## src/design/dd_odo_smul.sv

```systemverilog
// shift-and-add multiplier, one multiplier bit per cycle
// signed multiplicand, multiplier signed or unsigned; uses no package items
`default_nettype none

module dd_odo_smul #(
    parameter int A_W      = 16,
    parameter int B_W      = 16,
    parameter bit B_SIGNED = 1'b0
) (
    input  logic                    i_clk,
    input  logic                    i_rst_n,
    input  logic                    i_start,
    input  logic signed [A_W-1:0]   i_a,
    input  logic        [B_W-1:0]   i_b,
    output logic signed [A_W+B_W-1:0] o_p
);

    localparam int P_W = A_W + B_W;
    localparam int CW  = $clog2(B_W + 1);

    logic signed [P_W-1:0] r_a;
    logic        [B_W-1:0] r_b;
    logic signed [P_W-1:0] r_p;
    logic        [CW-1:0]  r_cnt;
    logic signed [P_W-1:0] addend;
    logic                  busy;

    assign busy = (r_cnt < CW'(B_W));

    // partial product for the current multiplier bit, sign bit weighs negative when B_SIGNED is set
    always_comb begin
        if (!r_b[0]) begin
            addend = '0;
        end else if (B_SIGNED && (r_cnt == CW'(B_W - 1))) begin
            addend = -r_a;
        end else begin
            addend = r_a;
        end
    end

    // counter
    always_ff @(posedge i_clk) begin
        if (!i_rst_n) begin
            r_cnt <= CW'(B_W);
        end else if (i_start) begin
            r_cnt <= '0;
        end else if (busy) begin
            r_cnt <= r_cnt + CW'(1);
        end
    end

    // datapath
    always_ff @(posedge i_clk) begin
        if (i_start) begin
            r_a <= P_W'(i_a);
            r_b <= i_b;
            r_p <= '0;
        end else if (busy) begin
            r_a <= r_a <<< 1;
            r_b <= r_b >> 1;
            r_p <= r_p + addend;
        end
    end

    assign o_p = r_p;

endmodule

`default_nettype wire

```

## config.mk

```make
export PLATFORM = sky130hd
export DESIGN_NAME = dd_odo_smul
export DESIGN_NICKNAME = d
export VERILOG_FILES = /design/src/design/dd_odo_smul.sv
export SDC_FILE = /design/constraint.sdc
export NUM_CORES = 1
export LEC_CHECK = 0
export BUFFER_PORTS_ARGS = -buffer_cell sky130_fd_sc_hd__buf_2
export CAP_MARGIN = 0
export CORE_ASPECT_RATIO = 0.6
export CORE_UTILIZATION = 25
export CTS_CLUSTER_DIAMETER = 30
export DETAILED_ROUTE_END_ITERATION = 10
export GPL_TIMING_DRIVEN = 1
export PLACE_DENSITY = 0.47
export SETUP_SLACK_MARGIN = 0.5
export SLEW_MARGIN = 20
export SYNTH_ARGS = -nofsm -noshare
export SYNTH_HDL_FRONTEND = slang
export SYNTH_SLANG_ARGS = --single-unit
```

## constraint.sdc

```tcl
create_clock -name i_clk -period 3.7 [get_ports i_clk]
set_input_delay 0.185 -clock i_clk [delete_from_list [all_inputs] [get_ports i_clk]]
set_output_delay 0.185 -clock i_clk [all_outputs]
set_load 0.1 [all_outputs]
```

## After elaboration in Yosys (flattened, before gate mapping)

Index checks and enable logic that the tools add are counted.

| operators by class | value |
|---|---|
| add/sub/neg operators | 2 |
| reductions and logical operators | 2 |
| bitwise logic cells | 1 |
| $lt $le $gt $ge | 1 |
| mux-type cells | 7 |

Operator list:

| kind | number |
|---|---|
| two-way mux 32 bit | 3 |
| adder 32 bit | 1 |
| two-way mux 16 bit | 2 |
| two-way mux 5 bit | 2 |
| adder 5 x 1 -> 5 bit (second input constant) | 1 |
| less-than comparator 5 bit (second input constant) | 1 |
| nonzero test 2 bit | 1 |
| OR reduction 2 bit | 1 |
| NOT 1 bit | 1 |

| word-level totals | value |
|---|---|
| output and inout bits | 32 |
| register bits after elaboration | 85 |

## Depth between registers and ports, before layout

Gate-level depths: netlist of the first run.

| depth | value |
|---|---|
| depth after elaboration | 3 |
| depth in mapped cells | 13 |

## Worst setup path before layout of the first run

OpenSTA, ideal clock, no wires.

| timing path | value |
|---|---|
| kind | reg2reg |
| start point | register r_p[0], in the netlist o_p[0] |
| end point | register r_p[26], in the netlist o_p[26] |
| slack | 0.541 ns |
| arrival time | 3.041 ns |
| cell stages (with the launch flop) | 12 |
| data required time | 3.582 ns |
| cell sequence | dfxtp_1 ha_1 fa_1 a21o_1 a221oi_2 o21ai_4 nand3_4 o31ai_4 a211oi_2 o21ai_1 xor2_1 a22o_1 |

| on the way | value |
|---|---|
| cells in the longest elaborated chain, start to end | 1 |

RTL lines:

| element | RTL line | RTL |
|---|---|---|
| start: declaration | 23 | `logic signed [P_W-1:0] r_p;` |
| start signal: assignment | 61 | `r_p <= r_p + addend;` |
| adder 32 bit | 61 |  |

No other way between the ends.
A chain may end at the register's enable or synchronous reset.

## Final worst setup path of the first run

| timing path | value |
|---|---|
| start point | register r_b[0] |
| end point | register r_p[29], in the netlist o_p[29] |

| on the way | value |
|---|---|
| cells in the longest elaborated chain, start to end | 2 |

RTL lines:

| element | RTL line | RTL |
|---|---|---|
| start: declaration | 22 | `logic [B_W-1:0] r_b;` |
| start signal: assignment | 56 | `r_b <= i_b;` |
| start signal: assignment | 60 | `r_b <= r_b >> 1;` |
| two-way mux 32 bit | 32 | `if (!r_b[0]) begin` |
| adder 32 bit | 61 |  |

No other way between the ends.

==> summary.txt, run 1 <==
Status
  – Status: finished, final reports clean

Clock tree
  – TritonCTS clock tree: built
  – Clk slew on worst S/H paths: about 70 ps
  – Clock buffer depth: 2
  – Clock Latency Late Sink: ~350 ps
  – H-tree Lvls: 3
  – Clk sinks: between 80 and 90
  – Num CTS Buffers: 9
  – Clock root cell: clkbuf_16

Final layout
  – Area Growth Syn to Fin: 21.18%
  – Commonest non-fill, non-tap cells in the layout: buf_2, nor2_1, a21oi_1, edfxtp_1, dfxtp_1
  – Register area: 2183 sq um
  – Layout cells sized above 1: about a quarter
  – Multi-input gate area: roughly 2800 sq um
  – Final net count: 636
  – Util after Layout: 31.55%
  – Ant diodes: 0
  – Number of fill cells in the layout: 2,058
  – Design area: about 6100 sq um
  – Most common cell after layout, fill and taps aside: buf_2

Floorplan
  – Core area: between 15,000 and 20,000 sq um
  – Die Y: 112.2 um
  – Die width: 185.6 um
  – Row count: 39
  – Ports: 67
  – Die area: 20,820 sq um
  – Initial Utilization: 26.03%

GRT
  – Vias in the first global route: approximately 3,700
  – Largest net degree at the start of global routing: 53
  – Gr usage total: 11.78%
  – Global-route wire length before repair: 19,350 um
  – Remaining Overflow, GRT: 0
  – Initial antenna violation count: 0

Power and ir drop
  – Worst-case vdd ir drop: ~0.20 mV
  – Logic pwr share: 25.4%
  – Total power: 2826 uW
  – Switch share: 33.85%
  – Psw: between 900 and 1000 uW
  – Seq pwr share: 40.7%
  – Power Dens Cells: 461.2 nW/um^2
  – Clock share of power: about a third
  – Int Pwr: 1869 uW
  – Leak: 0.002601 uW

Worst setup path
  – Setup CP Type: flop to flop
  – CP arrival: 3280 ps
  – Startpoint types: flop
  – Most used cell, CP: buf_4
  – CP top delay family: compound AO/OA/AOI/OAI gates
  – Critical Path End Type: flop
  – Critical Path RT: 3940 ps
  – Crit path max fanout: 20
  – Crit-path cells: buf_4, buf_4, and2_1, ha_2, nand2_1, o21bai_1, nor3_2, a21oi_4, o21ai_4, a21oi_1, or3_1, a32o_1
  – CP Buf/Inv Count: 2
  – CP peak stage delay: 440 ps
  – CP max-delay cell: edfxtp_1

Synthesis
  – Synth top area share: about 29%
  – Ys flop type: edfxtp_1
  – Area leader, netlist: edfxtp_1
  – Mapped Area: 5056 sq um
  – Syn avg cell area: ~10 sq um
  – Synth Instances: 509
  – #FFs+latches synth: 85
  – Seq/Total Area, Yosys: 43.16%
  – EDFF count, synth: between 40 and 50
  – Yosys warnings: 0
  – Syn nets: between 500 and 600
  – Distinct cells, synth: 55
  – Asr flop ratio synth: 0%
  – Main area contributors after synthesis: edfxtp_1, dfxtp_1, ha_1

STA
  – Unrepaired setup endpoints after global routing: true
  – Max Slew Vio Count: 0
  – Clk_skew: 11.96 ps
  – Tmin final: 3046 ps
  – Worst-Margin Slew: ~900 ps
  – Hold Vio Cnt, Final: 0
  – Final setup violation count: 0
  – Setup Total Neg Slack: 0 ps
  – Final setup margin: 653.9 ps
  – FMAX: ~330 MHz
  – Slew headroom: 40.06%
  – Final worst path period share: 82.33%

Placed design
  – Placed cell area: 5648 sq um
  – Routability congestion estimate: 0.8246
  – IO buf count: 66
  – Post-DP HPWL: 8392 um
  – Setup Slack @ Placement: between 300 and 400 ps

Route
  – DR pass1 iterations: 4
  – Antenna Nets Post-Route: 0
  – Vias per cell: roughly 4.5
  – Vias after detailed routing: about 3,800
  – Routed len/inst: 14.15 um
  – Drt total wl: 11,870 um
  – DR iter-0 viols: 209
  – Drt drc: 0

Job
  – Max-cap violations: 0

Worst hold path
  – Worst Hold Class: input port to flop
## layout make-up
class,count,share of cell area (%)
repair buffers,73,6.249
well taps,266,5.432
inverters,23,1.429
clock buffers,10,3.737
flip-flops and latches,85,35.63
multi-input cells,376,46.19
clock inverters,6,1.327
## state kept, by name, indices dropped and copies added (netlist names)
signal	count
r_b	16
r_cnt	5
o_p	32
r_a	32
## timing repair
item                       4_1_cts  5_1_grt
pin swaps                        0        5
resized for setup                0       23
buffers inserted                 2        2
setup endpoints to repair        4        5
hold buffers                     0        0
## synth_stat cells (7+ instances only)
master,number
a21o_1,15
a21oi_1,50
a22o_1,7
and2_1,34
clkbuf_1,22
dfxtp_1,37
edfxtp_1,48
ha_1,32
inv_1,23
mux2_2,29
mux2i_1,7
nand2_1,15
nor2_1,58
o21ai_0,27
xnor2_1,16
xor2_1,14
## per-stage QoR
stage / hold WS (ps) / std cells
finish: 32.72 / 839
global route: 35.53 / 839
CTS: 27.54 / 837
detailed placement: 397.5 / 819
global placement: 402.3 / 819
floorplan: 261.2 / 509
## worst paths after layout
kind              cells after the start  slack (ps)  endpoint    start
hold reg to reg                       1         510   o_p[29]  o_p[29]
setup reg to reg                     12         650   o_p[29]   r_b[0]
hold / removal                        2          30  r_cnt[4]  i_rst_n
setup / recovery                     12         650   o_p[29]   r_b[0]
## per-layer routing
metal	vias up	track usage [%]	routed length, um
met5	-	0	0
met4	0	3.443	121
met3	12	3.050	650
met2	92	15.81	4443
met1	1740	18.05	6654
li1	1944	-	-
## power groups by stage
stage / clock (uW) / combinational, uW / sequential, uW
CTS: 984 / 696 / 1150
global placement: 0 / 682 / 1170
detailed placement: 0 / 685 / 1180
finish: 957 / 718 / 1150
floorplan: 0 / 366 / 1350
global route: 1020 / 780 / 1170
## worst register-to-register path, delay by kind of cell (launching register included)
kind	cells	cell delay, ps
adders and majority gates	1	380
AOI/OAI and AO/OA	5	920
buffers and inverters	2	370
and+or+nand+nor	4	830
DFF	1	440
## kinds of logic (layout without fill, tap and decap cells)
family / after synthesis / in the layout / synth area share, %
buffers and inverters: 48 / 112 / 3.588
flip-flops: 85 / 85 / 43.16
AO/OA/AOI/OAI: 140 / 140 / 18.44
adder cells (fa/ha/maj): 33 / 33 / 8.315
AND/OR/NAND/NOR: 136 / 136 / 13.24
multiplexers: 37 / 37 / 8.067
XOR/XNOR: 30 / 30 / 5.197
Note: power is estimated with default switching activity, not from simulation.
==> inputs of run 2 (changes only) <==
--- a/config.mk
+++ b/config.mk
@@ -12,7 +12,7 @@
 export CTS_CLUSTER_DIAMETER = 30
 export DETAILED_ROUTE_END_ITERATION = 10
 export GPL_TIMING_DRIVEN = 1
-export PLACE_DENSITY = 0.47
+export PLACE_DENSITY = 0.48
 export SETUP_SLACK_MARGIN = 0.5
 export SLEW_MARGIN = 20
 export SYNTH_ARGS = -nofsm -noshare
==> constraint.sdc (replaced) <==
create_clock -name i_clk -period 2.6 [get_ports i_clk]
set_input_delay 0.13 -clock i_clk [delete_from_list [all_inputs] [get_ports i_clk]]
set_output_delay 0.13 -clock i_clk [all_outputs]
set_load 0.1 [all_outputs]
==> run 2 against run 1 <==
The flow now finishes with violations (negative setup slack). Combinational power rose by 71%. Final cell count rose by 8.5%. Core utilization rose by 3.7 points.
==> summary.txt, run 2 (synthesis results as in run 1) <==
Floorplan
  – Initial Utilization: 26.03% (unchanged)
  – Die Y: 112.2 um (unchanged)
  – Row count: 39 (unchanged)
  – Die area: 20,820 sq um (unchanged)
  – Ports: 67 (unchanged)
  – Die width: 185.6 um (unchanged)
  – Core area: 19,420 sq um (unchanged)

GRT
  – Initial antenna violation count: 0 (unchanged)
  – Remaining Overflow, GRT: 0 (unchanged)
  – Global-route wire length before repair: 20,910 um (+8.0%)
  – Gr usage total: 12.80% (+1.0 points)
  – Largest net degree at the start of global routing: 49 (-7.5%)
  – Vias in the first global route: 4,010 (+8.0%)

Final layout
  – Most common cell after layout, fill and taps aside: buf_4
  – Layout cells sized above 1: 41.15% (+15 points)
  – Commonest non-fill, non-tap cells in the layout: buf_4, buf_2, nor2_1
  – Area Growth Syn to Fin: 35.41%
  – Post-Layout Cell Count: 910 (+8.5%)
  – Design area: 6847 sq um (+12%)
  – Ant diodes: 0 (unchanged)
  – Final net count: 707 (+11%)

STA
  – Final worst path period share: 110.6% (+28 points)
  – Hold Vio Cnt, Final: 0 (unchanged)
  – Final setup violation count: 18 (+18)
  – Unrepaired setup endpoints after global routing: true
  – Max Slew Vio Count: 0 (unchanged)
  – Tmin final: 2875 ps (-171.5 ps)
  – Setup Total Neg Slack: -2959 ps (-2959 ps)
  – FMAX: 347.9 MHz (+6.0%)
  – Slew headroom: 32.53% (-7.5 points)
  – Final setup margin: -274.6 ps (-928.5 ps)
  – Clk_skew: 14.14 ps (+2.181 ps)
  – Worst-Margin Slew: 1011 ps (+112.4 ps)

Route
  – Vias after detailed routing: 4,103 (+8.3%)
  – Vias per cell: 4.509 (-0.14%)
  – DR iter-0 viols: 202 (-3.3%)
  – DR pass1 iterations: 4 (unchanged)
  – Drt total wl: 13,190 um (+11%)
  – Drt drc: 0 (unchanged)
  – Antenna Nets Post-Route: 0 (unchanged)
  – Routed len/inst: 14.49 um (+2.4%)

Status
  – Violated checks: negative setup slack
  – Status: finished, violations left

Worst setup path
  – Reg2reg start: r_b[0]
  – Setup CP Type: flop to flop
  – Startpoint types: flop
  – Critical Path End Type: flop
  – CP Launch Point: r_b[0]
  – CP peak stage delay: 490 ps (+50 ps)
  – Crit-path cells: buf_6, and2_4, ha_4, o211ai_1, o211ai_1, nand2_1, o21ai_2, a21oi_2, o21ai_2, a21oi_2, or3_1, a32o_1
  – CP max-delay cell: edfxtp_1
  – Crit path max fanout: 8 (-60%)
  – CP arrival: 3110 ps (-170 ps)
  – Critical Path RT: 2840 ps (-1100 ps)

Clock tree
  – H-tree Lvls: 3 (unchanged)
  – Clock buffer depth: 2 (unchanged)
  – Num CTS Buffers: 9 (unchanged)
  – Clock root cell: clkbuf_16
  – Clock Latency Late Sink: 350 ps (about the same)
  – Clk slew on worst S/H paths: 80 ps (about the same)
  – TritonCTS clock tree: built
  – Clk sinks: 85 (unchanged)

Power and ir drop
  – Power Dens Cells: 615.6 nW/um^2 (+33%)
  – Clock share of power: 31.5% (-2.4 points)
  – Switch share: 35.08% (+1.2 points)
  – Leak: 0.003009 uW (+16%)
  – Int Pwr: 2736 uW (+46%)
  – Psw: 1479 uW (+55%)
  – Logic pwr share: 29.2% (+3.8 points)
  – Seq pwr share: 39.3% (-1.4 points)
  – Worst-case vdd ir drop: 0.2660 mV (+34%)

Placed design
  – Post-DP HPWL: 9600 um (+14%)
  – Routability congestion estimate: 0.8470 (+2.7%)
  – Placed cell area: 6175 sq um (+9.3%)
  – Dpl cells: 882 (+7.7%)
  – IO buf count: 66 (unchanged)

Worst hold path
  – HP Start: i_b[15]
  – Worst Hold Class: input port to flop

Job
  – Max-cap violations: 0 (unchanged)
## run 2: per-stage QoR
step	hold WS [ps]	total power, uW	utilization (%)	worst slack [ps]
after detailed placement	334.3	2803	31.79	-380.2
after CTS	41.35	4187	34.15	-270.9
after global placement	329.3	2788	31.79	-296.5
final	53.68	4215	35.25	-274.6
after global routing	55.75	4416	35.25	-422.9
after floorplan	206.2	2448	-	-321.6
## run 2: power groups by stage
stage                     clock network (uW)  registers [uW]  logic (uW)
after floorplan                            0            1920         525
after global placement                     0            1680        1110
after detailed placement                   0            1680        1120
after CTS                               1360            1660        1170
after global routing                    1410            1680        1330
final                                   1330            1660        1230
## run 2: worst paths after layout
kind | slack (ps) | cells past startpoint | end
hold reg to reg | 490 | 1 | o_p[25]
setup / recovery | -270 | 12 | o_p[29]
hold / removal | 50 | 2 | r_b[15]
setup reg to reg | -270 | 12 | o_p[29]
## run 2: worst max-delay path, delay by kind of cell, from the launching register on
family          cells  cell delay (ps)
flops               1              490
simple gates        3              560
buf+inv             1              190
fa+ha+maj           1              280
compound gates      7             1230
## run 2: what timing repair did
action,in CTS,in global routing
cloned,0,0
setup endpoints to repair,27,29
setup buffers,6,5
pin swaps,18,16
hold buffers,1,0
hold endpoints to repair,1,0
resized for setup,17,33
## run 2: metal layers
layer	part of all wire [%]	wire, um	global-route usage, %
met1	54	7106	19.55
met2	39	5147	17.55
met3	6.1	810	3.407
met4	0.92	121	2.951
met5	0	0	0
## run 2: area by class of cell
type                       count  area, sq um
multi-input combinational    376         2977
timing repair buffer         144        940.9
clock buffer                   9        225.2
fill                        2041        12570
sequential                    85         2213
inverter                      23        86.33
tap                          266        332.8
clock inverter                 7        71.32
