[config.mk]
export PLATFORM = sky130hd
export DESIGN_NAME = dd_odo_cordic
export DESIGN_NICKNAME = d
export VERILOG_FILES = /design/src/design/dd_odo_pkg.sv /design/src/design/dd_odo_cordic.sv
export SDC_FILE = /design/constraint.sdc
export NUM_CORES = 1
export LEC_CHECK = 0
export BUFFER_PORTS_ARGS = -buffer_cell sky130_fd_sc_hd__buf_2
export CORE_MARGIN = 5
export CORE_UTILIZATION = 30
export DETAILED_ROUTE_END_ITERATION = 12
export GPL_ROUTABILITY_DRIVEN = 0
export SYNTH_ARGS = -nofsm -noshare
export SYNTH_HDL_FRONTEND = slang
export SYNTH_SLANG_ARGS = --single-unit
[constraint.sdc]
create_clock -name i_clk -period 15.5 [get_ports i_clk]
set_input_delay 3.1 -clock i_clk [delete_from_list [all_inputs] [get_ports i_clk]]
set_output_delay 3.1 -clock i_clk [all_outputs]
set_load 0.02 [all_outputs]
[src/design/dd_odo_pkg.sv]
// shared types, widths and constants of the differential drive odometry block
// no dependencies; the cordic, the top level and the checker refer to it by scoped names
`default_nettype none

package dd_odo_pkg;

    // field widths
    localparam int VEL_W      = 16;
    localparam int RATE_W     = 16;
    localparam int DT_W       = 16;
    localparam int POS_W      = 32;
    localparam int ANG_W      = 32;
    localparam int Q15_W      = 16;
    localparam int VDT_W      = VEL_W + DT_W;
    localparam int PROD_W     = VDT_W + Q15_W;

    // configuration port
    localparam int CFG_IDX_W  = 2;
    localparam int CFG_DATA_W = 32;

    typedef enum logic [CFG_IDX_W-1:0] {
        REG_INITIAL_X       = 2'd0,
        REG_INITIAL_Y       = 2'd1,
        REG_INITIAL_HEADING = 2'd2
    } t_reg_index;

    // cordic
    localparam int CORDIC_STEPS_DEF = 16;
    localparam int TBL_LEN          = 24;
    localparam int TBL_IDX_W        = 5;
    localparam int CORDIC_W         = 34;
    localparam logic [31:0] CORDIC_GAIN_Q30 = 32'd652032874;

    // input transaction
    typedef struct packed {
        logic                     load_initial;
        logic signed [VEL_W-1:0]  linear_velocity;
        logic signed [RATE_W-1:0] angular_rate;
        logic        [DT_W-1:0]   tick_interval;
    } t_tick;

    // result transaction
    typedef struct packed {
        logic signed [POS_W-1:0] pos_x;
        logic signed [POS_W-1:0] pos_y;
        logic        [ANG_W-1:0] heading;
        logic signed [Q15_W-1:0] quat_z;
        logic signed [Q15_W-1:0] quat_w;
        logic                    saturated;
    } t_pose;

    // arctangent of 2^-i as a binary angle, 2^32 per turn
    function automatic logic [31:0] atan_bam(input logic [TBL_IDX_W-1:0] idx);
        logic [31:0] v;
        case (idx)
            5'd0:    v = 32'd536870912;
            5'd1:    v = 32'd316933406;
            5'd2:    v = 32'd167458907;
            5'd3:    v = 32'd85004756;
            5'd4:    v = 32'd42667331;
            5'd5:    v = 32'd21354465;
            5'd6:    v = 32'd10679838;
            5'd7:    v = 32'd5340245;
            5'd8:    v = 32'd2670163;
            5'd9:    v = 32'd1335087;
            5'd10:   v = 32'd667544;
            5'd11:   v = 32'd333772;
            5'd12:   v = 32'd166886;
            5'd13:   v = 32'd83443;
            5'd14:   v = 32'd41722;
            5'd15:   v = 32'd20861;
            5'd16:   v = 32'd10430;
            5'd17:   v = 32'd5215;
            5'd18:   v = 32'd2608;
            5'd19:   v = 32'd1304;
            5'd20:   v = 32'd652;
            5'd21:   v = 32'd326;
            5'd22:   v = 32'd163;
            5'd23:   v = 32'd81;
            default: v = 32'd0;
        endcase
        return v;
    endfunction

endpackage

`default_nettype wire

[src/design/dd_odo_cordic.sv]
// rotation-mode cordic, one iteration per cycle, Q4.30 internal
// gives Q1.15 cosine and sine of a 32-bit binary angle; uses dd_odo_pkg
`default_nettype none

module dd_odo_cordic #(
    parameter int N_ITER = dd_odo_pkg::CORDIC_STEPS_DEF
) (
    input  logic                                i_clk,
    input  logic                                i_rst_n,
    input  logic                                i_start,
    input  logic [dd_odo_pkg::ANG_W-1:0]        i_angle,
    output logic signed [dd_odo_pkg::Q15_W-1:0] o_cos,
    output logic signed [dd_odo_pkg::Q15_W-1:0] o_sin
);

    localparam int DW = dd_odo_pkg::CORDIC_W;
    localparam int CW = $clog2(N_ITER + 1);
    localparam int QW = dd_odo_pkg::Q15_W;

    localparam logic signed [DW-1:0] QUARTER = DW'(64'sd1073741824);
    localparam logic signed [DW-1:0] HALF    = DW'(64'sd2147483648);

    logic signed [DW-1:0] r_x, r_y, r_z;
    logic                 r_neg;
    logic        [CW-1:0] r_cnt;

    logic signed [DW-1:0] z0, z_fold;
    logic                 neg_fold;
    logic signed [DW-1:0] x_sh, y_sh, at;
    logic signed [DW-1:0] x_out, y_out;
    logic                 busy;

    // round Q4.30 to Q1.15 and clip
    function automatic logic signed [QW-1:0] to_q15(input logic signed [DW-1:0] v);
        logic signed [DW-1:0] r;
        r = (v + DW'(16384)) >>> 15;
        if (r > DW'(32767)) begin
            return 16'sh7fff;
        end else if (r < DW'(-32768)) begin
            return 16'sh8000;
        end
        return QW'(r);
    endfunction

    // fold the angle into plus or minus a quarter turn
    always_comb begin
        z0       = DW'(signed'(i_angle));
        z_fold   = z0;
        neg_fold = 1'b0;
        if (z0 > QUARTER) begin
            z_fold   = z0 - HALF;
            neg_fold = 1'b1;
        end else if (z0 < -QUARTER) begin
            z_fold   = z0 + HALF;
            neg_fold = 1'b1;
        end
    end

    // one micro-rotation
    assign busy = (r_cnt < CW'(N_ITER));
    assign x_sh = r_x >>> r_cnt;
    assign y_sh = r_y >>> r_cnt;
    assign at   = DW'(dd_odo_pkg::atan_bam(dd_odo_pkg::TBL_IDX_W'(r_cnt)));

    // iteration counter
    always_ff @(posedge i_clk) begin
        if (!i_rst_n) begin
            r_cnt <= CW'(N_ITER);
        end else if (i_start) begin
            r_cnt <= '0;
        end else if (busy) begin
            r_cnt <= r_cnt + CW'(1);
        end
    end

    // rotation registers
    always_ff @(posedge i_clk) begin
        if (i_start) begin
            r_x   <= DW'(dd_odo_pkg::CORDIC_GAIN_Q30);
            r_y   <= '0;
            r_z   <= z_fold;
            r_neg <= neg_fold;
        end else if (busy) begin
            if (r_z >= 0) begin
                r_x <= r_x - y_sh;
                r_y <= r_y + x_sh;
                r_z <= r_z - at;
            end else begin
                r_x <= r_x + y_sh;
                r_y <= r_y - x_sh;
                r_z <= r_z + at;
            end
        end
    end

    // undo the fold and scale
    assign x_out = r_neg ? -r_x : r_x;
    assign y_out = r_neg ? -r_y : r_y;
    assign o_cos = to_q15(x_out);
    assign o_sin = to_q15(y_out);

endmodule

`default_nettype wire

== Word level (Yosys, flattened, before mapping) ==
Memories as Yosys holds them, arrays and structs flattened.
Cells that the tools add are included.
Cells by class
  add/subtract/negate cells: 13
  magnitude comparators: 8
  shift operators: 2
  muxes and demuxes: 22
  bitwise gates (word level): 1
  reduce and logical (&&, ||, !) cells: 2
Operators with widths (count)
  two-way mux 34 bit: 9
  two-way mux 16 bit: 6
  adder 34 x 16 -> 34 bit (second input constant): 2
  adder 34 bit: 2
  negation 34 bit: 2
  >>> shifter 34 x 5 -> 34 bit: 2
  subtractor 34 bit: 2
  > comparator 19 x 16 -> 1 bit (second input constant): 2
  < comparator 19 x 16 -> 1 bit (second input constant): 2
  adder 32 x 33 -> 34 bit (second input constant): 1
  adder 34 x 33 -> 34 bit: 1
  >= comparator 34 x 1 -> 1 bit (second input constant): 1
  subtractor 32 x 33 -> 34 bit (second input constant): 1
  subtractor 34 x 33 -> 34 bit: 1
  > comparator 32 bit (second input constant): 1
  < comparator 32 x 31 -> 1 bit (second input constant): 1
  two-way mux 5 bit: 2
  adder 5 x 1 -> 5 bit (second input constant): 1
  < comparator 5 bit (second input constant): 1
  two-way mux 1 bit: 5
  nonzero test 2 bit: 1
  OR reduction 2 bit: 1
  inverter 1 bit: 1
Word-level totals
  register bits: 108
  bits in read-only memories: 960
  input bits: 35
  output and inout bits: 32
  word-level logic and storage cells: 55
  memories: 1
Memories
  (name not given): depth 32, bits a word 30, read ports 1, clocked after Yosys merged registers in 0, write ports 0, RTL line dd_odo_pkg.sv:55  | case (idx)

== Longest topological paths before layout ==
  word-level depth: 7
  depth in mapped cells: 29
  mapped depth without buffers: 25

== Least setup slack after synthesis ==
Ideal clock, no wire load.
  kind: reg-to-output
  start point: register r_neg
  end point: output port o_cos[10] (netlist name)
  data arrival time: 4140 ps
  required time: 12400 ps
  setup slack: 8260 ps
  stages on the path, launching flop included: 17
  buffers on the path: 6
  path through: edfxtp_1 -> clkbuf_1 -> clkbuf_1 -> clkbuf_1 -> clkbuf_1 -> clkbuf_1 -> o21ai_0 -> xnor2_1 -> ha_1 -> nand2_1 -> nor2_1 -> nand3_1 -> a21oi_1 -> nor2_1 -> or3b_2 -> clkbuf_1 -> o21ai_0
On the way
  cells in the longest elaborated chain, start to end: 6
  elaborated cells on any way between the ends: 8
  classes of those cells: 1 x add/sub; 2 x order compare; 5 x mux
RTL lines
  start: declaration: RTL line dd_odo_cordic.sv:24  | logic r_neg;
  start signal: assignment: RTL line dd_odo_cordic.sv:82  | r_neg <= neg_fold;
  two-way mux 34 bit (*): RTL line dd_odo_cordic.sv:97  | assign x_out = r_neg ? -r_x : r_x;
  adder 34 x 16 -> 34 bit (*): RTL line dd_odo_cordic.sv:36  | r = (v + DW'(16384)) >>> 15;
  < comparator 19 x 16 -> 1 bit: RTL line dd_odo_cordic.sv:39  | end else if (r < DW'(-32768)) begin
  two-way mux 1 bit: RTL line dd_odo_cordic.sv:39
  two-way mux 1 bit: RTL line dd_odo_cordic.sv:37  | if (r > DW'(32767)) begin
  two-way mux 16 bit (*): RTL line dd_odo_cordic.sv:42  | return QW'(r);
  end: declaration: RTL line dd_odo_cordic.sv:12  | output logic signed [dd_odo_pkg::Q15_W-1:0] o_cos,
Every way passes the cells marked *; elsewhere a longest branch is shown, timed or not.

== Final worst setup path ==
  start point: register r_neg
  end point: output port o_sin[8] (netlist name)
On the way
  cells in the longest elaborated chain, start to end: 6
  elaborated cells on any way between the ends: 8
  classes of those cells: 1 x add/sub; 2 x order compare; 5 x mux
RTL lines
  two-way mux 34 bit (*): RTL line dd_odo_cordic.sv:98  | assign y_out = r_neg ? -r_y : r_y;
  adder 34 x 16 -> 34 bit (*): RTL line dd_odo_cordic.sv:36
  < comparator 19 x 16 -> 1 bit: RTL line dd_odo_cordic.sv:39
  two-way mux 1 bit: RTL line dd_odo_cordic.sv:39
  two-way mux 1 bit: RTL line dd_odo_cordic.sv:37
  two-way mux 16 bit (*): RTL line dd_odo_cordic.sv:42
  end: declaration: RTL line dd_odo_cordic.sv:13  | output logic signed [dd_odo_pkg::Q15_W-1:0] o_sin
Marked as above.

==> reports/qor.yml <==
outcome:
  status: "finished, final reports clean"
timing:
  layout_min_cycle_time_ns: 8.301
  slew_headroom_pct: 32.24
  worst_pin_slew_ns: 1.016
  rsz0062_at_grt: "no"
  finalSetupTns_ns: 0
  fmax_mhz: 120.5
  slew_violations: 0
  finalCritPeriodShare_pct: 53.55
  finalSetupViolations: 0
  finalClockSkew_ns: 0.01945
  hold_viol_final: 0
yosys:
  yosys_warnings: 0
  syn-cell-area_mm2: 0.01772
  synth_top_area_share_pct: 8.246
  synthArstFlopShare_pct: 0
  synth_top_cell_by_area: "dfxtp_1"
  synth_seq_cells: 108
  synth-edff-count: 35
  syn_inst: 2357
  ys_seq_area_share_pct: 14.18
  synth_area_leaders: "dfxtp_1 8.2%, ha_1 7.9%, xnor2_1 6.8%, o21ai_0 6.4%, mux4_2 6.2%"
  syn_avg_cell_area_um2: 7.519
  synthesis.nets: 2507
  synth_ff_type: "dfxtp_1"
  synth_cell_types: 97
die:
  dieArea_mm2: 0.06403
  die_x_um: 253.1
  pin_count: 67
  dieHeight_um: 253.1
  placement_rows: 89
  core_mm2: 0.05880
  start_util_pct: 30.14
setup_path:
  worstSetupEndpointType: "output port"
  cp.required_ns: 12.40
  crit_arrival_ns: 5.20
  endpoint: "o_sin[8]"
  r2r_slack_ns: 7.52
  ff2ff_path_depth: 23
  crit_type: "reg2out"
  cp-startpoint: "r_neg"
  path_max_fanout: 66
  r2r_start: "r_cnt[4]"
  crit_chain: "buf_4 -> clkinv_1 -> or3_1 -> o32ai_1 -> a32oi_1 -> nor3_1 -> and2_1 -> nand2_1 -> xnor2_1 -> o22ai_1 -> a21oi_1 -> o21ai_0 -> buf_2"
  timing.rr.end: "r_x[33]"
  cp-start-kind: "flop"
  cpMaxStageDelayCell: "a21oi_1"
  cpPeakStageDelay_ns: 0.81
job:
  maxCapViolCount: 0
clocking:
  numCtsBuffers: 9
  post-cts-setup-buffers: 0
  clk_pin_slew_ns: 0.08
  cts.sinks: 108
  cts_root_buf: "clkbuf_16"
  postCtsHoldBufs: 0
  htree_num_levels: 3
  clock_latency_ns: 0.41
  cts_tree: "built"
  cts_max_path_buffers: 2
  ctsResizeCount: 0
grt:
  grt_pass1_vias: 16023
  grt_overflow: 0
  antenna_found_initial: 0
  grt_max_degree: 87
  grt_pass1_wl_mm: 90.46
  grt_usage_pct: 17.34
power:
  pwr-share-clk_pct: 5.1
  irDropWorstVdd_mv: 0.1296
  power_w: 0.004740
  p_per_area_mw_per_mm2: 253.1
  p_leak_nw: 7.356
  power.switching_w: 0.002573
  internal-power_w: 0.002167
  pwr-share-seq_pct: 13.9
  p_comb_share_pct: 81.0
  swShare_pct: 54.27
routing:
  wire_per_inst_um: 18.80
  via_per_inst: 5.773
  routed_wl_mm: 57.61
  antenna_left: 0
  vias: 17687
  drtIter0Drc: 1647
  drc: 0
  dr.pass1.iters: 9
cells_and_area:
  final_common_cell: "nand2_1"
  drive_gt1_share_pct: 10.52
  area_delta_synth_final_pct: 5.691
  fin_nets: 2436
  diodes: 0
  final_cell_mix: "288 x nand2_1, 227 x o21ai_0, 200 x a21oi_1, 170 x nor2_1, 138 x xnor2_1"
place:
  dpl.hpwl_mm: 42.87
  portBuffers: 66
hold_path:
  hp-class: "reg2reg"
## cell usage after synthesis, types with 10 or more instances
| cell type | n |
|---|---|
| nand2_1 | 288 |
| o21ai_0 | 227 |
| a21oi_1 | 200 |
| nor2_1 | 170 |
| xnor2_1 | 138 |
| clkbuf_1 | 116 |
| ha_1 | 112 |
| xor2_1 | 95 |
| dfxtp_1 | 73 |
| mux2i_1 | 62 |
| inv_1 | 60 |
| a21o_1 | 50 |
| nand3_1 | 50 |
| mux4_2 | 49 |
| nor3_1 | 41 |
| mux2_2 | 38 |
| nand2b_1 | 37 |
| edfxtp_1 | 35 |
| o211ai_1 | 27 |
| or3_1 | 24 |
| nor2b_1 | 23 |
| nor4_1 | 22 |
| o22ai_1 | 22 |
| o31ai_1 | 22 |
| a31oi_1 | 21 |
| nand4_1 | 21 |
| or2_2 | 20 |
| buf_1 | 19 |
| buf_2 | 19 |
| and3_1 | 18 |
| o21a_1 | 18 |
| and2_1 | 13 |
| a22oi_1 | 12 |
| o21bai_1 | 12 |
| mux4_1 | 11 |
| a22o_1 | 10 |
## power by group through the flow
stage	logic (W)	clock network, W	registers, W
2_1_floorplan	0.00309	0	0.000507
5_1_grt	0.00427	0.000264	0.000673
6_report	0.00384	0.000242	0.000660
3_3_place_gp	0.00378	0	0.000658
4_1_cts	0.00381	0.000252	0.000652
3_5_place_dp	0.00378	0	0.000658
## layer usage
layer  track usage (%)  vias up  share of wire, %
li1                  -     8546                 -
met1             24.55     8269                46
met2             26.46      763                43
met3             3.728      109               8.2
met4             5.291        0               3.0
met5                 0        -                 0
## worst max-delay path: cells and delay by family, from the launching register on
family	cells	cell delay, ns
AO/OA/AOI/OAI	5	1.49
AND/OR/NAND/NOR	4	1.39
buffers and inverters	3	1.37
flip-flops	1	0.33
XOR/XNOR	1	0.19
## metrics by stage
stage	cells	util [%]	hold WS, ns	setup slack, ns	cell area, um2
after global placement	3048	31.36	0.5215	7.699	18440
after detailed placement	3048	31.36	0.5276	7.565	18440
after CTS	3064	31.86	0.5387	7.126	18730
after global routing	3064	31.86	0.5609	6.549	18730
after floorplan	2357	-	0.4871	8.260	17720
final	3064	31.86	0.5449	7.199	18730
## kinds of logic (layout without fill, tap and decap cells)
kind of cell,Yosys count,count (layout),synth area share [%]
flip-flops,108,108,14.18
AND/OR/NAND/NOR,765,765,20.45
AO/OA/AOI/OAI,738,738,25.98
buffers and inverters,235,169,5.655
XOR/XNOR,233,233,11.52
multiplexers,161,161,13.86
adder cells (fa/ha/maj),117,117,8.359
## flip-flops by register name, summed over array words and instances, names as in the netlist
| signal | count |
|---|---|
| r_z | 34 |
| r_y | 34 |
| r_x | 34 |
| r_cnt | 5 |
| r_neg | 1 |
## area by class of cell
cell class / count / area [um2]
clock buffers: 9 / 225.2
flip-flops and latches: 108 / 2529
inverters: 66 / 247.7
repair buffers: 87 / 490.5
fillers: 6395 / 40070
well taps: 773 / 967.2
clock inverters: 7 / 63.81
multi-input cells: 2014 / 14210
## worst min path at each step
stage | cells after the start | from | to
finish | 2 | r_y[2] | r_y[2]
global route | 2 | r_y[2] | r_y[2]
CTS | 2 | r_y[2] | r_y[2]
detailed placement | 2 | r_y[2] | r_y[2]
global placement | 2 | r_y[2] | r_y[2]
floorplan | 2 | r_x[2] | r_x[2]
Note: power is estimated with default switching activity, not from simulation.
